--- src/rtl/core/alr_pkg.sv ---
// Package for the aspect-locked rectangle resize block: item types,
// register indexes, handle codes and fixed widths. No dependencies.
`default_nettype none
package alr_pkg;
  localparam int unsigned CoordBits = 16;
  localparam int unsigned FracBits  = 16;
  localparam int unsigned DimBits   = 15;
  localparam int unsigned ScaleBits = 24;
  localparam int unsigned RatioBits = 32;
  localparam logic [DimBits-1:0] SizeLimit = 15'h7fff;

  typedef enum logic [1:0] {
    REG_BASE_W = 2'd0,
    REG_BASE_H = 2'd1,
    REG_MIN_S  = 2'd2,
    REG_MAX_S  = 2'd3
  } reg_idx_e;

  typedef enum logic [2:0] {
    H_TL = 3'd0, H_T = 3'd1, H_TR = 3'd2, H_R = 3'd3,
    H_BR = 3'd4, H_B = 3'd5, H_BL = 3'd6, H_L = 3'd7
  } handle_e;

  typedef struct packed {
    logic signed [CoordBits-1:0] proposed_width;
    logic signed [CoordBits-1:0] proposed_height;
    logic signed [CoordBits-1:0] ref_left;
    logic signed [CoordBits-1:0] ref_top;
    logic signed [CoordBits-1:0] ref_width;
    logic signed [CoordBits-1:0] ref_height;
    logic [2:0]                  handle;
  } in_item_t;

  typedef struct packed {
    logic signed [CoordBits-1:0] out_left;
    logic signed [CoordBits-1:0] out_top;
    logic [DimBits-1:0]          out_width;
    logic [DimBits-1:0]          out_height;
    logic                        ok;
  } out_item_t;
endpackage
`default_nettype wire

--- src/rtl/core/alr_tail.sv ---
// Back end: picks and clamps the scale, scales both baseline dimensions,
// pins the rectangle and saturates. Three register stages. Uses alr_pkg.
`default_nettype none
module alr_tail #(
  parameter int unsigned FracBits = 16
) (
  input  wire logic                          clk_i,
  input  wire logic                          rst_ni,
  input  wire logic                          vld_i,
  input  wire logic [alr_pkg::RatioBits-1:0] wq_i,
  input  wire logic [alr_pkg::RatioBits-1:0] hq_i,
  input  wire alr_pkg::in_item_t             item_i,
  input  wire logic                          bad_i,
  input  wire logic [alr_pkg::DimBits-1:0]   bw_i,
  input  wire logic [alr_pkg::DimBits-1:0]   bh_i,
  input  wire logic [alr_pkg::ScaleBits-1:0] min_i,
  input  wire logic [alr_pkg::ScaleBits-1:0] max_i,
  output logic                               vld_o,
  output alr_pkg::out_item_t                 res_o
);
  localparam int unsigned RB = alr_pkg::RatioBits;
  localparam int unsigned PB = alr_pkg::DimBits + alr_pkg::ScaleBits + 1;
  logic [RB-1:0] sel, cl;
  logic          v1_q, v2_q, bad1_q, bad2_q;
  logic [alr_pkg::ScaleBits-1:0] s1_q;
  alr_pkg::in_item_t it1_q, it2_q;
  logic [PB-1:0] pw_q, ph_q, rw, rh;
  logic [alr_pkg::DimBits-1:0] w, h;
  logic signed [17:0] l, t;
  alr_pkg::out_item_t res_d;

  // scale selection and clamp
  always_comb begin
    if (!item_i.handle[0]) sel = (wq_i > hq_i) ? wq_i : hq_i;
    else if (item_i.handle == alr_pkg::H_R || item_i.handle == alr_pkg::H_L) sel = wq_i;
    else sel = hq_i;
    cl = sel;
    if (cl < RB'(min_i)) cl = RB'(min_i);
    if (cl > RB'(max_i)) cl = RB'(max_i);
  end

  // scaled size: round half up, clamp to [1, limit]
  always_comb begin
    rw = (pw_q + PB'(1) * (PB'(1) << (FracBits - 1))) >> FracBits;
    rh = (ph_q + (PB'(1) << (FracBits - 1))) >> FracBits;
    w = (rw == '0) ? alr_pkg::DimBits'(1) :
        (rw > PB'(alr_pkg::SizeLimit)) ? alr_pkg::SizeLimit : rw[alr_pkg::DimBits-1:0];
    h = (rh == '0) ? alr_pkg::DimBits'(1) :
        (rh > PB'(alr_pkg::SizeLimit)) ? alr_pkg::SizeLimit : rh[alr_pkg::DimBits-1:0];
  end

  // anchor opposite the handle
  always_comb begin
    l = 18'(it2_q.ref_left);
    t = 18'(it2_q.ref_top);
    if (it2_q.handle == alr_pkg::H_TL || it2_q.handle == alr_pkg::H_BL ||
        it2_q.handle == alr_pkg::H_L)
      l = 18'(it2_q.ref_left) + 18'(it2_q.ref_width) - 18'(signed'({1'b0, w}));
    if (it2_q.handle == alr_pkg::H_TL || it2_q.handle == alr_pkg::H_T ||
        it2_q.handle == alr_pkg::H_TR)
      t = 18'(it2_q.ref_top) + 18'(it2_q.ref_height) - 18'(signed'({1'b0, h}));
    res_d = '0;
    if (!bad2_q) begin
      res_d.out_left   = (l > 18'sd32767) ? 16'sh7fff : (l < -18'sd32768) ? 16'sh8000 : l[15:0];
      res_d.out_top    = (t > 18'sd32767) ? 16'sh7fff : (t < -18'sd32768) ? 16'sh8000 : t[15:0];
      res_d.out_width  = w;
      res_d.out_height = h;
      res_d.ok         = 1'b1;
    end
  end

  always_ff @(posedge clk_i or negedge rst_ni) begin
    if (!rst_ni) begin
      v1_q <= 1'b0; v2_q <= 1'b0; vld_o <= 1'b0;
    end else begin
      v1_q <= vld_i; v2_q <= v1_q; vld_o <= v2_q;
    end
  end

  always_ff @(posedge clk_i) begin
    s1_q   <= cl[alr_pkg::ScaleBits-1:0];
    it1_q  <= item_i;
    bad1_q <= bad_i;
    pw_q   <= PB'(bw_i) * PB'(s1_q);
    ph_q   <= PB'(bh_i) * PB'(s1_q);
    it2_q  <= it1_q;
    bad2_q <= bad1_q;
    res_o  <= res_d;
  end
endmodule
`default_nettype wire

--- config.mk ---
export PLATFORM = sky130hd
export DESIGN_NAME = alr_tail
export DESIGN_NICKNAME = d
export VERILOG_FILES = /design/src/rtl/core/alr_pkg.sv /design/src/rtl/core/alr_tail.sv
export SDC_FILE = /design/constraint.sdc
export NUM_CORES = 2
export LEC_CHECK = 0
export BUFFER_PORTS_ARGS = -buffer_cell sky130_fd_sc_hd__buf_2
export CAP_MARGIN = 20
export CORE_MARGIN = 5
export CORE_UTILIZATION = 40
export CTS_CLUSTER_SIZE = 28
export DETAILED_ROUTE_END_ITERATION = 8
export GPL_TIMING_DRIVEN = 1
export SLEW_MARGIN = 20
export SYNTH_ARGS = -nofsm -noshare
export SYNTH_HDL_FRONTEND = slang
export SYNTH_SLANG_ARGS = --single-unit
--- constraint.sdc ---
create_clock -name clk_i -period 13.7 [get_ports clk_i]
set_input_delay 0.685 -clock clk_i [delete_from_list [all_inputs] [get_ports clk_i]]
set_output_delay 0.685 -clock clk_i [all_outputs]
set_load 0.02 [all_outputs]
==> impl_metrics.yaml <==
status:
  run_status: "finished, final reports clean"
routing:
  vias_per_cell: 5.06
  wire_per_inst_microns: 18.2
  wl_microns: 91600
  drt_iter0_markers: 1325
  vias: 25500
  antenna_left: 0
  drc_errors: 0
  first_pass_iters: 6
clock_tree:
  clk_path_buf_depth: 3
  clockRootBuffer: "clkbuf_16"
  cts_buffers: 31
  clock_sinks: 274
  cts_tree: "yes"
  cts-htree-levels: 1
  clkTransAtPathRegs_ps: 60
  clock_latency_ps: 610
  cts_resized: 0
sta:
  skew_ps: 33.1
  slew_headroom: 0.336
  tns_ps: 0
  finalSetupViolCount: 0
  max_clock_freq_ghz: 0.118
  hold_viol_final: 0
  period_share: 0.619
  maxSlewViolCount: 0
  worst_slew_pin_slew_ps: 996
  rsz0062_at_grt: "false"
  post-route-min-period_ps: 8480
grt:
  track_usage: 0.203
  grt_overflow: 0
  antenna_found_initial: 11
  grt_max_degree: 49
  grt_pass1_vias: 26900
  grt_pass1_wl_microns: 148000
critical_path:
  cp-start-kind: "primary input"
  cp_max_fo: 48
  max_stage_delay_ps: 740
  critical_path_required_ps: 14190
  crit_slowest_cell: "a22oi_2"
  crit_type: "primary input to register"
  rrSetupSlack_ps: 6410
  cpLargestDelayFamily: "compound AO/OA/AOI/OAI gates"
  cp.arrival_ps: 8970
  path_buf_inv: 4
  end_kind: "register"
finish:
  final_nets: 5032
  drive_gt1_frac: 0.110
  nFillCells: 8352
  area_growth_pct: 9.96
  fin_area_sq_um: 37600
die:
  die_h_microns: 302
  die_w_microns: 302
  rows: 107
  initial_core_util: 0.403
  ios: 309
  fp.dieArea_sq_um: 91500
  core_area_sq_um: 85000
synthesis:
  ys.flop_type: "dfxtp_1"
  netlist_area_sq_um: 34200
  yosys.cell_types.count: 80
  synth-seq-area-share: 0.161
  synth-edff-count: 0
  yosys_register_bits: 274
  syn-instance-count: 3714
  synth_fp_nets: 4872
  synthArstFlopShare: 0.0109
  avgSynthCellArea_sq_um: 9.21
  yosysWarnings: 0
power_and_ir_drop:
  switching_share: 0.496
  combPwrFrac: 0.780
  powerDensity_nw_per_um2: 242
  power_switching_uw: 4510
  seqPwrFrac: 0.127
  clock_power_share: 0.093
  p_leak_uw: 0.0185
  max-vdd-ir-drop_mv: 0.256
  p_int_uw: 4590
job:
  maxCapViolCount: 0
place:
  hpwl_microns: 68000
  place_congestion: 0.851
  post_dp_cell_area_sq_um: 36500
  io_buffers: 276
hold_path:
  hp-class: "primary input to register"
layer usage:
metal	routed length, microns	track usage
met5	78	0
met4	2190	0.0410
met3	7010	0.0446
met2	41500	0.333
met1	40800	0.280
synth_stat cells (5+ instances only):
cell / count / area, sq um
nand2_1: 529 / 1990
or2_2: 5 / 31.3
mux2_2: 25 / 282
a21oi_1: 159 / 796
nand4_1: 51 / 319
xor2_1: 31 / 272
buf_2: 11 / 55.1
fa_1: 596 / 11900
o221ai_1: 7 / 61.3
inv_1: 657 / 2470
o21a_1: 19 / 143
a221o_1: 15 / 150
or3_1: 7 / 43.8
xnor2_1: 56 / 490
a21o_1: 41 / 308
o221ai_2: 17 / 255
a211oi_1: 15 / 113
clkbuf_1: 153 / 574
a211o_1: 9 / 78.8
o22ai_1: 12 / 75.1
nor3_1: 34 / 170
ha_1: 317 / 3970
and2_1: 309 / 1930
and4_1: 6 / 52.6
and3_1: 18 / 113
nand2b_1: 15 / 93.8
a31oi_1: 19 / 119
nor2b_1: 20 / 125
o31ai_1: 7 / 52.6
nand3_1: 31 / 155
o2111ai_1: 5 / 43.8
nor4_1: 6 / 37.5
o31a_1: 5 / 43.8
nor2_1: 85 / 319
dfxtp_1: 271 / 5430
o211ai_1: 10 / 75.1
o21ai_0: 64 / 320
per-stage QoR:
stage	std cells	worst slack, ps	total power, uW	utilization	hold slack, ps
6_report	5045	5220	9100	0.443	198
5_1_grt	5043	4620	10300	0.443	159
4_1_cts	5043	5220	9140	0.442	153
3_5_place_dp	4984	4600	8220	0.430	312
3_3_place_gp	4984	4570	8150	0.430	311
2_1_floorplan	3714	7120	6380	-	310
cells by family (layout without fill, tap and decap cells):
kind of cell,Yosys count,after routing,share of synthesized area
AO/OA/AOI/OAI,445,445,0.0884
XOR/XNOR,87,87,0.0223
adder cells (fa/ha/maj),913,913,0.465
buffers and inverters,830,1015,0.0922
flip-flops,274,274,0.161
multiplexers,27,27,0.00881
other,0,2,0
AND/OR/NAND/NOR,1138,1138,0.163
worst register-to-register path, delay by kind of cell (launching register included):
family                     cells  cell delay [ps]
DFF                            1              890
and+or+nand+nor                2              580
xor gates and xnor gates       1              130
buffers and inverters          3              150
AOI/OAI and AO/OA              7             2130
adders and majority gates      7             3330
layout make-up:
class	count	area, sq um	area share
clock inverter	16	189	0.00502
sequential	274	5520	0.147
multi-input combinational	2610	25600	0.680
timing repair buffer	300	1560	0.0416
clock buffer	42	867	0.0230
inverter	657	2470	0.0655
tap	1144	1430	0.0380
antenna	2	5.00	0.000133
power by group through the flow:
stage	Clock [uW]	Sequential, uW	Combinational [uW]
floorplan	0	1140	5240
global placement	0	1170	6980
detailed placement	0	1170	7040
CTS	882	1150	7110
global route	913	1170	8190
finish	851	1150	7100
flip-flops by register name (all words and copies together), names as in the netlist, 24 cells and up:
signal / cells
res_o: 63
it2_q: 67
pw_q: 24
ph_q: 24
s1_q: 24
it1_q: 67
path summary, 6_finish.rpt:
| check | endpoint | depth (start not counted) | startpoint |
|---|---|---|---|
| max | s1_q[23] | 30 | wq_i[26] |
| min | it1_q[62] | 1 | item_i[62] |
| max reg2reg | ph_q[38] | 20 | s1_q[7] |
| min reg2reg | it2_q[41] | 0 | it1_q[41] |
| max in group asynchronous | v1_q | 2 | rst_ni |
| min in group asynchronous | vld_o | 2 | rst_ni |
cells in the final DEF (no fill, tap or decap), types with 15 or more instances in the layout:
cell type	instances
a31oi_1	19
a21o_1	41
buf_4	23
xnor2_1	56
nand4_1	51
clkbuf_16	31
nand2b_1	15
nor2b_1	20
and2_1	309
nand3_1	31
dfxtp_1	258
o221ai_2	17
fa_1	596
o21a_1	19
mux2_2	25
ha_1	317
a21oi_1	158
o21ai_0	64
xor2_1	31
nor3_1	34
buf_2	276
and3_1	18
a221o_1	15
nand2_1	529
nor2_1	83
inv_1	657
timing repair:
action,4_1_cts,5_1_grt
hold buffers,1,0
buffers inserted,0,0
endpoints found under the setup margin,0,0
endpoints found under the hold margin,3,0
(Power assumes the default switching activity.)
